## src/rtl/core/a2i_pkg.sv

```systemverilog
// ---------------------------------------------------------------------------
// a2i_pkg
// Shared types and constants for the ASCII to 64-bit integer parser.
// ---------------------------------------------------------------------------
`default_nettype none

package a2i_pkg;

  // Saturation limit of the consumed byte count
  localparam int unsigned MAX_CHARS = 4096;
  localparam int unsigned COUNT_W   = 13;
  localparam int unsigned BASE_W    = 5;

  typedef logic [7:0]         char_t;
  typedef logic [COUNT_W-1:0] count_t;
  typedef logic [BASE_W-1:0]  base_t;
  typedef logic signed [63:0] value_t;

endpackage : a2i_pkg

`default_nettype wire

```

## src/rtl/core/a2i_if.sv

```systemverilog
// ---------------------------------------------------------------------------
// a2i input and result channels
// Valid/ready channels carrying one text byte, or one parse result.
// ---------------------------------------------------------------------------
`default_nettype none

interface a2i_in_if;
  import a2i_pkg::*;

  logic  valid;
  logic  ready;
  char_t char_in;
  logic  start_string;

  modport source (output valid, output char_in, output start_string, input ready);
  modport sink   (input valid, input char_in, input start_string, output ready);
endinterface : a2i_in_if

interface a2i_out_if;
  import a2i_pkg::*;

  logic   valid;
  logic   ready;
  value_t parsed_value;
  count_t consumed_count;
  logic   overflowed;

  modport source (output valid, output parsed_value, output consumed_count,
                  output overflowed, input ready);
  modport sink   (input valid, input parsed_value, input consumed_count,
                  input overflowed, output ready);
endinterface : a2i_out_if

`default_nettype wire

```

## src/rtl/core/ascii_to_int64_parser_top.sv

```systemverilog
// ---------------------------------------------------------------------------
// ascii_to_int64_parser_top
// Byte-serial string to signed 64-bit integer converter (strtoll style).
// ---------------------------------------------------------------------------
//
//   Channel   | Dir | Handshake          | Carries
//   ----------+-----+--------------------+--------------------------------------
//   in_ch     | in  | valid / ready      | char_in, start_string
//   out_ch    | out | valid / ready      | parsed_value, consumed_count, overflowed
//   APB       | in  | psel/penable/pready| base_select at byte address 0
//
// One byte is taken per cycle; the whole parse step for a byte (phase
// decode, digit decode, multiply-by-base and overflow check) sits between
// the parse state registers and the result register. A result appears on
// out_ch the cycle after its stopping byte is transferred. in_ch stalls
// only while a result is held and out_ch is not ready. Reset (rst,
// synchronous) clears the phase to idle and drops any held result.
// ---------------------------------------------------------------------------
`default_nettype none

module ascii_to_int64_parser_top (
  input  wire logic               clk,
  input  wire logic               rst,
  a2i_in_if.sink                  in_ch,
  a2i_out_if.source               out_ch,
  input  wire logic               psel,
  input  wire logic               penable,
  input  wire logic               pwrite,
  input  wire logic [2:0]         paddr,
  input  wire logic [31:0]        pwdata,
  output      logic [31:0]        prdata,
  output      logic               pready
);
  import a2i_pkg::*;

  // Parse phases
  localparam logic [2:0] PH_IDLE   = 3'd0;
  localparam logic [2:0] PH_WS     = 3'd1;
  localparam logic [2:0] PH_PREFIX = 3'd2;
  localparam logic [2:0] PH_ZERO   = 3'd3;
  localparam logic [2:0] PH_DIGITS = 3'd4;
  localparam logic [2:0] PH_DONE   = 3'd5;

  localparam char_t CH_ZERO  = 8'h30;
  localparam char_t CH_NINE  = 8'h39;
  localparam char_t CH_LA    = 8'h61;
  localparam char_t CH_LF    = 8'h66;
  localparam char_t CH_UA    = 8'h41;
  localparam char_t CH_UF    = 8'h46;
  localparam char_t CH_LX    = 8'h78;
  localparam char_t CH_UX    = 8'h58;
  localparam char_t CH_PLUS  = 8'h2B;
  localparam char_t CH_MINUS = 8'h2D;
  localparam char_t CH_SPACE = 8'h20;
  localparam char_t CH_TAB   = 8'h09;
  localparam char_t CH_CR    = 8'h0D;

  localparam base_t BASE_AUTO = 5'd0;
  localparam base_t BASE_OCT  = 5'd8;
  localparam base_t BASE_DEC  = 5'd10;
  localparam base_t BASE_HEX  = 5'd16;

  localparam logic REG_BASE_SELECT = 1'b0;

  localparam count_t COUNT_MAX = COUNT_W'(MAX_CHARS);
  localparam value_t POS_MAX   = 64'sh7FFF_FFFF_FFFF_FFFF;
  localparam value_t NEG_MIN   = 64'sh8000_0000_0000_0000;

  // Digit value with a flag; the digit must lie below the active base
  typedef struct packed {
    logic       ok;
    logic [3:0] val;
  } digit_t;

  function automatic digit_t digit_of(input char_t c, input base_t b);
    digit_t d;
    logic [4:0] v;
    logic       hit;
    v   = '0;
    hit = 1'b0;
    if (c >= CH_ZERO && c <= CH_NINE) begin
      v = 5'(c - CH_ZERO); hit = 1'b1;
    end else if (c >= CH_LA && c <= CH_LF) begin
      v = 5'(c - CH_LA) + 5'd10; hit = 1'b1;
    end else if (c >= CH_UA && c <= CH_UF) begin
      v = 5'(c - CH_UA) + 5'd10; hit = 1'b1;
    end
    d.val = v[3:0];
    d.ok  = hit && (b == BASE_OCT || b == BASE_DEC || b == BASE_HEX) && (v < b);
    return d;
  endfunction

  function automatic count_t bump(input count_t n);
    return (n < COUNT_MAX) ? n + count_t'(1) : n;
  endfunction

  // Configuration register
  base_t base_select;

  // Parse state
  logic [2:0] phase, phase_next;
  logic       is_negative, is_negative_next;
  base_t      active_base, active_base_next;
  logic [62:0] magnitude, magnitude_next;
  count_t     byte_count, byte_count_next;
  count_t     end_count, end_count_next;

  // Result register
  logic   res_valid;
  value_t res_value;
  count_t res_count;
  logic   res_ovf;

  logic   in_xfer;
  logic   emit, emit_ovf;
  logic   stop;
  char_t  c;
  digit_t dg;
  logic [67:0] prod;
  value_t value_out;

  // APB: single register, always ready
  assign pready = 1'b1;
  assign prdata = {27'd0, base_select};

  always_ff @(posedge clk) begin
    if (rst) begin
      base_select <= BASE_AUTO;
    end else if (psel && penable && pwrite && paddr[2] == REG_BASE_SELECT) begin
      base_select <= pwdata[BASE_W-1:0];
    end
  end

  // Take a byte whenever the result slot is empty or being drained
  assign in_ch.ready = !res_valid || out_ch.ready;
  assign in_xfer     = in_ch.valid && in_ch.ready;
  assign c           = in_ch.char_in;

  // One parse step, walking the phases the way a sequential parser falls through
  always_comb begin
    phase_next       = phase;
    is_negative_next = is_negative;
    active_base_next = active_base;
    magnitude_next   = magnitude;
    byte_count_next  = byte_count;
    end_count_next   = end_count;
    emit             = 1'b0;
    emit_ovf         = 1'b0;
    stop             = 1'b0;
    dg               = '0;
    prod             = '0;

    if (in_ch.start_string) begin
      phase_next       = PH_WS;
      is_negative_next = 1'b0;
      active_base_next = base_select;
      magnitude_next   = '0;
      byte_count_next  = '0;
      end_count_next   = '0;
    end else if (phase == PH_IDLE || phase == PH_DONE) begin
      stop = 1'b1;
    end

    // Leading whitespace, then an optional sign
    if (!stop && phase_next == PH_WS) begin
      if (c inside {[CH_TAB:CH_CR], CH_SPACE}) begin
        byte_count_next = bump(byte_count_next);
        stop = 1'b1;
      end else begin
        phase_next = PH_PREFIX;
        if (c == CH_MINUS || c == CH_PLUS) begin
          is_negative_next = (c == CH_MINUS);
          byte_count_next  = bump(byte_count_next);
          stop = 1'b1;
        end
      end
    end

    // Auto base: a leading zero may open an octal or hex prefix
    if (!stop && phase_next == PH_PREFIX) begin
      if (active_base_next == BASE_AUTO) begin
        if (c == CH_ZERO) begin
          byte_count_next = bump(byte_count_next);
          end_count_next  = byte_count_next;
          phase_next      = PH_ZERO;
          stop = 1'b1;
        end else begin
          active_base_next = BASE_DEC;
        end
      end
      if (!stop) begin
        phase_next = PH_DIGITS;
      end
    end

    if (!stop && phase_next == PH_ZERO) begin
      if (c == CH_LX || c == CH_UX) begin
        byte_count_next  = bump(byte_count_next);
        active_base_next = BASE_HEX;
        phase_next       = PH_DIGITS;
        stop = 1'b1;
      end else begin
        active_base_next = BASE_OCT;
        phase_next       = PH_DIGITS;
      end
    end

    // Digit: accumulate, or end the string on a non-digit or overflow
    if (!stop) begin
      dg = digit_of(c, active_base_next);
      case (active_base_next)
        BASE_HEX: prod = {1'b0, magnitude_next, 4'd0};
        BASE_OCT: prod = {2'b0, magnitude_next, 3'd0};
        default:  prod = {2'b0, magnitude_next, 3'd0} + {4'b0, magnitude_next, 1'b0};
      endcase
      prod = prod + 68'(dg.val);
      if (!dg.ok) begin
        emit       = 1'b1;
        phase_next = PH_DONE;
      end else if (prod[67:63] != 5'd0) begin
        emit       = 1'b1;
        emit_ovf   = 1'b1;
        phase_next = PH_DONE;
      end else begin
        magnitude_next  = prod[62:0];
        byte_count_next = bump(byte_count_next);
        end_count_next  = byte_count_next;
      end
    end
  end

  always_comb begin
    if (emit_ovf) begin
      value_out = is_negative_next ? NEG_MIN : POS_MAX;
    end else if (is_negative_next) begin
      value_out = 64'sd0 - value_t'({1'b0, magnitude_next});
    end else begin
      value_out = value_t'({1'b0, magnitude_next});
    end
  end

  // Advance parse state on every transferred byte
  always_ff @(posedge clk) begin
    if (rst) begin
      phase       <= PH_IDLE;
      is_negative <= 1'b0;
      active_base <= BASE_AUTO;
      magnitude   <= '0;
      byte_count  <= '0;
      end_count   <= '0;
    end else if (in_xfer) begin
      phase       <= phase_next;
      is_negative <= is_negative_next;
      active_base <= active_base_next;
      magnitude   <= magnitude_next;
      byte_count  <= byte_count_next;
      end_count   <= end_count_next;
    end
  end

  // Result register: load on a stopping byte, drop once transferred
  always_ff @(posedge clk) begin
    if (rst) begin
      res_valid <= 1'b0;
    end else if (in_xfer && emit) begin
      res_valid <= 1'b1;
    end else if (out_ch.ready) begin
      res_valid <= 1'b0;
    end
  end

  always_ff @(posedge clk) begin
    if (in_xfer && emit) begin
      res_value <= value_out;
      res_count <= end_count_next;
      res_ovf   <= emit_ovf;
    end
  end

  assign out_ch.valid          = res_valid;
  assign out_ch.parsed_value   = res_value;
  assign out_ch.consumed_count = res_count;
  assign out_ch.overflowed     = res_ovf;

endmodule : ascii_to_int64_parser_top

`default_nettype wire

```

## src/flat_wrapper.sv

```systemverilog
// flat-port wrapper written by rule: the top's interface ports become plain ports
module ascii_to_int64_parser_top_flat import a2i_pkg::*;
  (clk, rst, psel, penable, pwrite, paddr, pwdata, prdata, pready, in_ch_valid, in_ch_char_in, in_ch_start_string, in_ch_ready, out_ch_valid, out_ch_parsed_value, out_ch_consumed_count, out_ch_overflowed, out_ch_ready);
  a2i_in_if in_ch_i ();
  a2i_out_if out_ch_i ();
  input  wire logic clk;
  input  wire logic rst;
  input  wire logic psel;
  input  wire logic penable;
  input  wire logic pwrite;
  input  wire logic [2:0] paddr;
  input  wire logic [31:0] pwdata;
  output      logic [31:0] prdata;
  output      logic pready;
  input wire logic [$bits(in_ch_i.valid)-1:0] in_ch_valid;
  input wire logic [$bits(in_ch_i.char_in)-1:0] in_ch_char_in;
  input wire logic [$bits(in_ch_i.start_string)-1:0] in_ch_start_string;
  output wire logic [$bits(in_ch_i.ready)-1:0] in_ch_ready;
  output wire logic [$bits(out_ch_i.valid)-1:0] out_ch_valid;
  output wire logic [$bits(out_ch_i.parsed_value)-1:0] out_ch_parsed_value;
  output wire logic [$bits(out_ch_i.consumed_count)-1:0] out_ch_consumed_count;
  output wire logic [$bits(out_ch_i.overflowed)-1:0] out_ch_overflowed;
  input wire logic [$bits(out_ch_i.ready)-1:0] out_ch_ready;
  assign in_ch_i.valid = in_ch_valid;
  assign in_ch_i.char_in = in_ch_char_in;
  assign in_ch_i.start_string = in_ch_start_string;
  assign in_ch_ready = in_ch_i.ready;
  assign out_ch_valid = out_ch_i.valid;
  assign out_ch_parsed_value = out_ch_i.parsed_value;
  assign out_ch_consumed_count = out_ch_i.consumed_count;
  assign out_ch_overflowed = out_ch_i.overflowed;
  assign out_ch_i.ready = out_ch_ready;
  ascii_to_int64_parser_top u_core (.clk(clk), .rst(rst), .in_ch(in_ch_i), .out_ch(out_ch_i), .psel(psel), .penable(penable), .pwrite(pwrite), .paddr(paddr), .pwdata(pwdata), .prdata(prdata), .pready(pready));
endmodule
```

## config.mk

```make
export PLATFORM = sky130hd
export DESIGN_NAME = ascii_to_int64_parser_top_flat
export DESIGN_NICKNAME = d
export VERILOG_FILES = /design/src/rtl/core/a2i_pkg.sv /design/src/rtl/core/a2i_if.sv /design/src/rtl/core/ascii_to_int64_parser_top.sv /design/src/flat_wrapper.sv
export SDC_FILE = /design/constraint.sdc
export NUM_CORES = 1
export LEC_CHECK = 0
export BUFFER_PORTS_ARGS = -buffer_cell sky130_fd_sc_hd__buf_2
export CORE_MARGIN = 4
export CORE_UTILIZATION = 47
export CTS_CLUSTER_DIAMETER = 150
export DETAILED_ROUTE_END_ITERATION = 10
export MAX_ROUTING_LAYER = met4
export PLACE_DENSITY = 0.67
export SYNTH_ARGS = -nofsm -noshare
export SYNTH_HDL_FRONTEND = slang
export SYNTH_SLANG_ARGS = --single-unit
```

## constraint.sdc

```tcl
create_clock -name clk -period 10.4 [get_ports clk]
set_input_delay 0.52 -clock clk [delete_from_list [all_inputs] [get_ports clk]]
set_output_delay 0.52 -clock clk [all_outputs]
set_load 0.02 [all_outputs]
```

# ---- Yosys cells after proc, flatten, opt, wreduce, memory -nomap -nowiden
# Index checks and enable logic that the tools add are counted.
dict set report word_totals {
  register_bits 182
  latch_bits 0
  mem_bits_rw 0
  romBits 0
  elab_cells 158
  mem_count 0
}
dict set report classes {
  addsub 12
  n_mul 0
  n_div 0
  order_cmp 13
  n_eq_ne 13
  shifts 0
  mux 79
  bitwise_logic 1
  reduce_logical 29
}
# operator count
set op_table {}
lappend op_table {{13-bit two-way mux} 23}
lappend op_table {{63-bit two-way mux} 4}
lappend op_table {{64-bit two-way mux} 3}
lappend op_table {{68-bit one-hot mux with 2 select lines} 1}
lappend op_table {{68-bit by 4-bit adder with 68-bit output} 1}
lappend op_table {{68-bit two-way mux} 1}
lappend op_table {{66-bit by 64-bit adder with 67-bit output} 1}
lappend op_table {{1-bit by 63-bit subtractor with 64-bit output, first input constant} 1}
lappend op_table {{13-bit by 1-bit adder with 13-bit output, second input constant} 4}
lappend op_table {{13-bit < comparator, second input constant} 4}
lappend op_table {{5-bit two-way mux} 10}
lappend op_table {{3-bit two-way mux} 11}
lappend op_table {{8-bit by 6-bit == test with 1-bit output, second input constant} 4}
lappend op_table {{1-bit two-way mux} 26}
lappend op_table {{8-bit by 7-bit == test with 1-bit output, second input constant} 2}
lappend op_table {{8-bit by 7-bit greater-or-equal comparator with 1-bit output, second input constant} 2}
lappend op_table {{8-bit by 7-bit less-or-equal comparator with 1-bit output, second input constant} 2}
lappend op_table {{1-bit logical AND} 14}
lappend op_table {{5-bit by 4-bit adder with 5-bit output, second input constant} 2}
lappend op_table {{5-bit by 4-bit == test with 1-bit output, second input constant} 2}
lappend op_table {{5-bit by 1-bit subtractor with 5-bit output, second input constant} 2}
lappend op_table {{8-bit by 4-bit greater-or-equal comparator with 1-bit output, second input constant} 1}
lappend op_table {{8-bit by 6-bit greater-or-equal comparator with 1-bit output, second input constant} 1}
lappend op_table {{8-bit by 4-bit less-or-equal comparator with 1-bit output, second input constant} 1}
lappend op_table {{other kinds (14)} 24}

# ---- Depth between registers and ports, before layout
dict set report depth {
  word_depth 26
  ltp_mapped 41
  mapped_depth_nobuf 32
}

# ---- Worst setup path after synthesis
# Ideal clock, no wire load.
dict set report synth_timing {
  path_type {in2reg}
  start {input in_ch_char_in[0]}
  end {register u_core.res_count[0] (netlist: u_core.out_ch.consumed_count[0]) (enable)}
  setup_ps 515
  arrival_time_ps 9344
  required_ps 9885
  setup_slack_ps 541
  path_stages 25
  cell_sequence {inv_1 -> ha_1 -> a21o_1 -> a211oi_2 -> o211a_1 -> a211oi_2 -> nor3_1 -> clkbuf_1 -> clkbuf_1 -> clkbuf_1 -> nor2_1 -> ha_1 -> fa_1 -> a21oi_1 -> nor2_1 -> a211oi_1 -> nor4_4 -> nand2_2 -> nor3_1 -> and4_1 -> or2_2 -> clkbuf_1 -> nand2_1 -> o21bai_1 -> nor2_1}
}
dict set report synth_between {
  elab_chain_len 22
  elab_cells_between_ends 76
  cone_classes {add/sub: 6; order compare: 9; eq/ne: 11; mux: 33; reduce/logical: 17}
}
# element line
set synth_rtl {}
lappend synth_rtl {{start: declaration} flat_wrapper.sv:16} ;# input wire logic [$bits(in_ch_i.char_in)-1:0] in_ch_char_in;
lappend synth_rtl {{8-bit by 4-bit greater-or-equal comparator with 1-bit output, or another cell as far along} ascii_to_int64_parser_top.sv:166} ;# if (c inside {[CH_TAB:CH_CR], CH_SPACE}) begin
lappend synth_rtl {{1-bit logical AND / 1-bit logical OR (equally long branches)} {ascii_to_int64_parser_top.sv:166, ascii_to_int64_parser_top.sv:171}}
lappend synth_rtl {{2-bit nonzero test / 1-bit two-way mux (equally long branches)} {ascii_to_int64_parser_top.sv:166, ascii_to_int64_parser_top.sv:171}}
lappend synth_rtl {{1-bit two-way mux} ascii_to_int64_parser_top.sv:166}
lappend synth_rtl {{1-bit two-way mux} ascii_to_int64_parser_top.sv:165} ;# if (!stop && phase_next == PH_WS) begin
lappend synth_rtl {{1-bit two-way mux} ascii_to_int64_parser_top.sv:182} ;# if (c == CH_ZERO) begin
lappend synth_rtl {{1-bit two-way mux} ascii_to_int64_parser_top.sv:181} ;# if (active_base_next == BASE_AUTO) begin
lappend synth_rtl {{1-bit two-way mux} ascii_to_int64_parser_top.sv:180} ;# if (!stop && phase_next == PH_PREFIX) begin
lappend synth_rtl {{[6 not listed]} n/a}
lappend synth_rtl {{68-bit one-hot mux with 2 select lines} ascii_to_int64_parser_top.sv:211} ;# case (active_base_next)
lappend synth_rtl {{68-bit two-way mux} ascii_to_int64_parser_top.sv:209} ;# if (!stop) begin
lappend synth_rtl {{68-bit by 4-bit adder with 68-bit output} ascii_to_int64_parser_top.sv:216} ;# prod = prod + 68'(dg.val);
lappend synth_rtl {{5-bit nonzero test} ascii_to_int64_parser_top.sv:220} ;# end else if (prod[67:63] != 5'd0) begin
lappend synth_rtl {{1-bit two-way mux} ascii_to_int64_parser_top.sv:220}
lappend synth_rtl {{1-bit two-way mux} ascii_to_int64_parser_top.sv:217} ;# if (!dg.ok) begin
lappend synth_rtl {{1-bit two-way mux (*)} ascii_to_int64_parser_top.sv:209}
lappend synth_rtl {{1-bit logical AND (*)} ascii_to_int64_parser_top.sv:273} ;# if (in_xfer && emit) begin
lappend synth_rtl {{end signal: assignment} ascii_to_int64_parser_top.sv:275} ;# res_count <= end_count_next;
lappend synth_rtl {{end: declaration} ascii_to_int64_parser_top.sv:111} ;# count_t res_count;
# Every way passes the cells marked *; elsewhere a longest branch is shown, timed or not. The select of a mux whose other input is x is not followed.
# A chain may end at the register's enable or synchronous reset.

# ---- Worst setup path after layout
dict set report layout_timing {
  start {input in_ch_start_string}
  end {register u_core.res_value[44] (netlist: u_core.out_ch.parsed_value[44]), data pin}
}
dict set report layout_between {
  elab_chain_len 23
  elab_cells_between_ends 60
  cone_classes {add/sub: 3; order compare: 1; eq/ne: 6; mux: 38; reduce/logical: 12}
}
# element line
set layout_rtl {}
lappend layout_rtl {{start: declaration} flat_wrapper.sv:17} ;# input wire logic [$bits(in_ch_i.start_string)-1:0] in_ch_start_string;
lappend layout_rtl {{3-bit two-way mux / 1-bit two-way mux (equally long branches)} ascii_to_int64_parser_top.sv:153} ;# if (in_ch.start_string) begin
lappend layout_rtl {{3-bit by 1-bit == test with 1-bit output, or another cell as far along} ascii_to_int64_parser_top.sv:165}
lappend layout_rtl {{1-bit logical AND / 1-bit two-way mux (equally long branches)} {ascii_to_int64_parser_top.sv:165, ascii_to_int64_parser_top.sv:166}}
lappend layout_rtl {{1-bit two-way mux} ascii_to_int64_parser_top.sv:165}
lappend layout_rtl {{1-bit two-way mux} ascii_to_int64_parser_top.sv:182}
lappend layout_rtl {{1-bit two-way mux} ascii_to_int64_parser_top.sv:181}
lappend layout_rtl {{1-bit two-way mux} ascii_to_int64_parser_top.sv:180}
lappend layout_rtl {{3-bit two-way mux} ascii_to_int64_parser_top.sv:191} ;# if (!stop) begin
lappend layout_rtl {{[8 not listed]} n/a}
lappend layout_rtl {{5-bit nonzero test} ascii_to_int64_parser_top.sv:220}
lappend layout_rtl {{63-bit two-way mux} ascii_to_int64_parser_top.sv:220}
lappend layout_rtl {{63-bit two-way mux} ascii_to_int64_parser_top.sv:217}
lappend layout_rtl {{63-bit two-way mux} ascii_to_int64_parser_top.sv:209}
lappend layout_rtl {{1-bit by 63-bit subtractor with 64-bit output} ascii_to_int64_parser_top.sv:236} ;# value_out = 64'sd0 - value_t'({1'b0, magnitude_next});
lappend layout_rtl {{64-bit two-way mux} ascii_to_int64_parser_top.sv:235} ;# end else if (is_negative_next) begin
lappend layout_rtl {{64-bit two-way mux (*)} ascii_to_int64_parser_top.sv:233} ;# if (emit_ovf) begin
lappend layout_rtl {{via u_core.value_out[44]} ascii_to_int64_parser_top.sv:120} ;# value_t value_out;
lappend layout_rtl {{end signal: assignment} ascii_to_int64_parser_top.sv:274} ;# res_value <= value_out;
lappend layout_rtl {{end: declaration} ascii_to_int64_parser_top.sv:110} ;# value_t res_value;
# Mark *: on every way through the listed nets, which the timed path passes. The rest lies on a longest branch. The select of a mux whose other input is x is not followed.

==> summary.txt <==
Run status
  • Status: complete, no violations

CTS
  • Max clock buf depth: 2
  • H-tree level count: 4
  • CTS sink cnt: 182
  • Clk slew on worst S/H paths: 80 ps
  • Post-cts sizing count: 0
  • CTS Hold Bufs: 0
  • TritonCTS clock tree: yes
  • TritonCTS buffer count: 17
  • Setup bufs post-CTS: 0
  • Root buf cell: clkbuf_16
  • Clk_lat worst skew: 500 ps

Timing
  • Slew of the pin with the lowest slew margin: 1170 ps
  • Final Critical Period: 9740 ps
  • Slew margin rel.: 0.211
  • Setup violators final: 0
  • Crit share post-route: 0.937
  • FMAX: 0.103 GHz
  • Skew final: 18.2 ps
  • Setup TNS: 0 ps
  • Unrepaired setup endpoints after global routing: no
  • Hold Worst Slack: 260 ps
  • Fin. max-slew vios: 0
  • Hold Vio Cnt, Final: 0

Floorplanning
  • Initial core utilization: 0.477
  • Io pins: 164
  • Floorplan core area: 45,600 um^2
  • Die Height: 223 um
  • Num rows: 78
  • Die width: 223 um
  • Total die area: 49,700 um^2

Placement
  • GP Congestion: 1.02
  • HPWL after detailed placement: 71.6 mm
  • # port buffers: 106

Yosys
  • Xor and xnor area share after synthesis: 0.0649
  • Syn Inst Count: 2,988
  • Main combinational cell family by area after synthesis: compound AO/OA/AOI/OAI gates
  • Most common cell in the netlist: nor2_1
  • Syn Area/Cell: 7.27 um^2
  • Area of the mapped netlist: 21,700 um^2
  • Number of distinct library cells after synthesis: 113
  • Top cell type's share of synthesized area: 0.108
  • Top cells by area, synth: edfxtp_1, dfxtp_1, a21oi_1
  • Simple-gate share of the synthesized area: 0.281
  • Post-synthesis adder-cell area fraction: 0.0467
  • Synth async-reset ratio: 0
  • Post-synthesis sequential area ratio: 0.204
  • Warnings, synthesis: 0
  • Register bit count reported by yosys: 182
  • Post-synth top cells: nor2_1, nand2_1, a21oi_1, o21ai_0, clkbuf_1
  • Post-synthesis compound-gate area fraction: 0.304
  • Synth Flop Type: dfxtp_1
  • Yosys top cell by area: edfxtp_1
  • Mux cell area share after synthesis: 0.0386
  • Number of flops mapped to enable cells by yosys: 78

Route
  • Uppermost layer routed: met4
  • WL met1: 43.1 mm
  • Via Count: 25,000
  • Drc violations: 0
  • Routed WL: 91.5 mm
  • Initial DRC Count: 4,142
  • WL per Instance: 25.2 um
  • Met3 Routed Length: 12.2 mm
  • DR WL met2: 34.3 mm
  • Routed Antenna Nets: 0
  • DRT Pass-1 Iters: 8
  • Routed vias/inst: 6.87

Job
  • Total of max-cap violations: 0

Power
  • Worst IR Drop VDD: 0.181 mV
  • Power per Cell Area: 97.3 nW/um^2
  • Lkg Pwr: 0.00898 uW

Worst setup path
  • Startpoint types: input pin
  • Critical path type: in2reg
  • Critical Path Max Stage Delay: 700 ps
  • CP max-delay cell: nor4_1
  • Max FO, Critical Path: 12
  • WP data required: 10,630 ps
  • Critical Path End Type: register
  • Worst Path Arrival: 9970 ps
  • Crit path top cell by count: nand4_1

Global route
  • Largest net degree at the start of global routing: 98
  • Total track usage: 0.359
  • First-pass GRT wire length: 136 mm
  • Vias in the first global route: 21,700
  • GR Overflow Total: 0
  • Initial antenna violation count: 0

Min path
  • HP Class: in2reg

Layout
  • Final net count: 3,150
  • Footprint of the multi-input gates: 16,100 um^2
  • Layout cell share with drive strength beyond 1: 0.114
  • Register area: 4420 um^2
  • Diode count: 0
  • FILL cells: 4,541
  • Area grow syn2layout: 8.36%
==> through the flow <==
stage / area [um^2] / std cells / util / setup WS, ps / power (uW)
6_report: 23500 / 3632 / 0.517 / 659 / 2290
5_1_grt: 23500 / 3632 / 0.517 / 189 / 2370
4_1_cts: 23500 / 3632 / 0.517 / 1030 / 2270
3_5_place_dp: 22900 / 3600 / 0.503 / 530 / 1570
3_3_place_gp: 22900 / 3600 / 0.503 / 622 / 1560
2_1_floorplan: 21800 / 3014 / - / 541 / 1340
==> sequential cells by signal (all words and copies together), names as in the netlist, 3 cells and up <==
register                      flops
u_core.active_base                5
u_core.base_select                5
u_core.byte_count                13
u_core.end_count                 13
u_core.magnitude                 63
u_core.out_ch.consumed_count     13
u_core.out_ch.parsed_value       64
u_core.phase                      3
==> cell families (layout without fill, tap and decap cells) <==
family,Yosys count,after routing
flops,182,182
buf+inv,300,318
mux,82,82
simple gates,1217,1217
compound gates,964,964
other cells,2,28
fa+ha+maj,80,80
xor+xnor,161,161
==> cell type report <==
type                       count  area share
multi-input combinational   2532       0.684
sequential                   182       0.188
timing repair buffer         212      0.0586
tap                          600      0.0319
clock buffer                  17      0.0181
inverter                      74      0.0118
clock inverter                15     0.00792
==> metal layers <==
layer	vias up	global-route usage
li1	11300	-
met1	11900	0.561
met2	1613	0.456
met3	134	0.0918
met4	0	0.0732
met5	-	-
==> worst paths after layout <==
path / end / slack (ps) / depth (start not counted) / start
hold reg to reg: u_core.end_count[12] / 450 / 2 / u_core.end_count[12]
hold / removal: u_core.base_select[4] / 260 / 3 / pwdata[4]
setup reg to reg: u_core.out_ch.parsed_value[44] / 760 / 26 / u_core.magnitude[23]
setup / recovery: u_core.out_ch.parsed_value[44] / 660 / 30 / in_ch_start_string
==> worst max-delay path: cells and delay by family <==
family / cells / cell delay [ps]
AO/OA/AOI/OAI: 12 / 3810
adder cells (fa/ha/maj): 2 / 670
buffers and inverters: 5 / 1100
multiplexers: 2 / 620
AND/OR/NAND/NOR: 9 / 3230
==> cells in the final DEF (no fill, tap or decap), types with 72 or more instances in the layout <==
cell type and instances:
a211oi_1 81, a21oi_1 247, buf_2 105, buf_4 103
dfxtp_1 104, edfxtp_1 78, ha_1 78, inv_1 72
nand2_1 309, nand3_1 93, nand4_1 75, nor2_1 308
nor3_1 110, o21ai_0 148, xnor2_1 103
==> report_power, final <==
part	switching [uW]	internal [uW]	total [uW]	leakage, uW
combinational	543	231	773	0.00706
clock	336	364	701	0.000302
sequential	22.1	795	817	0.00162
total	901	1390	2290	0.00898
(Power assumes the default switching activity.)
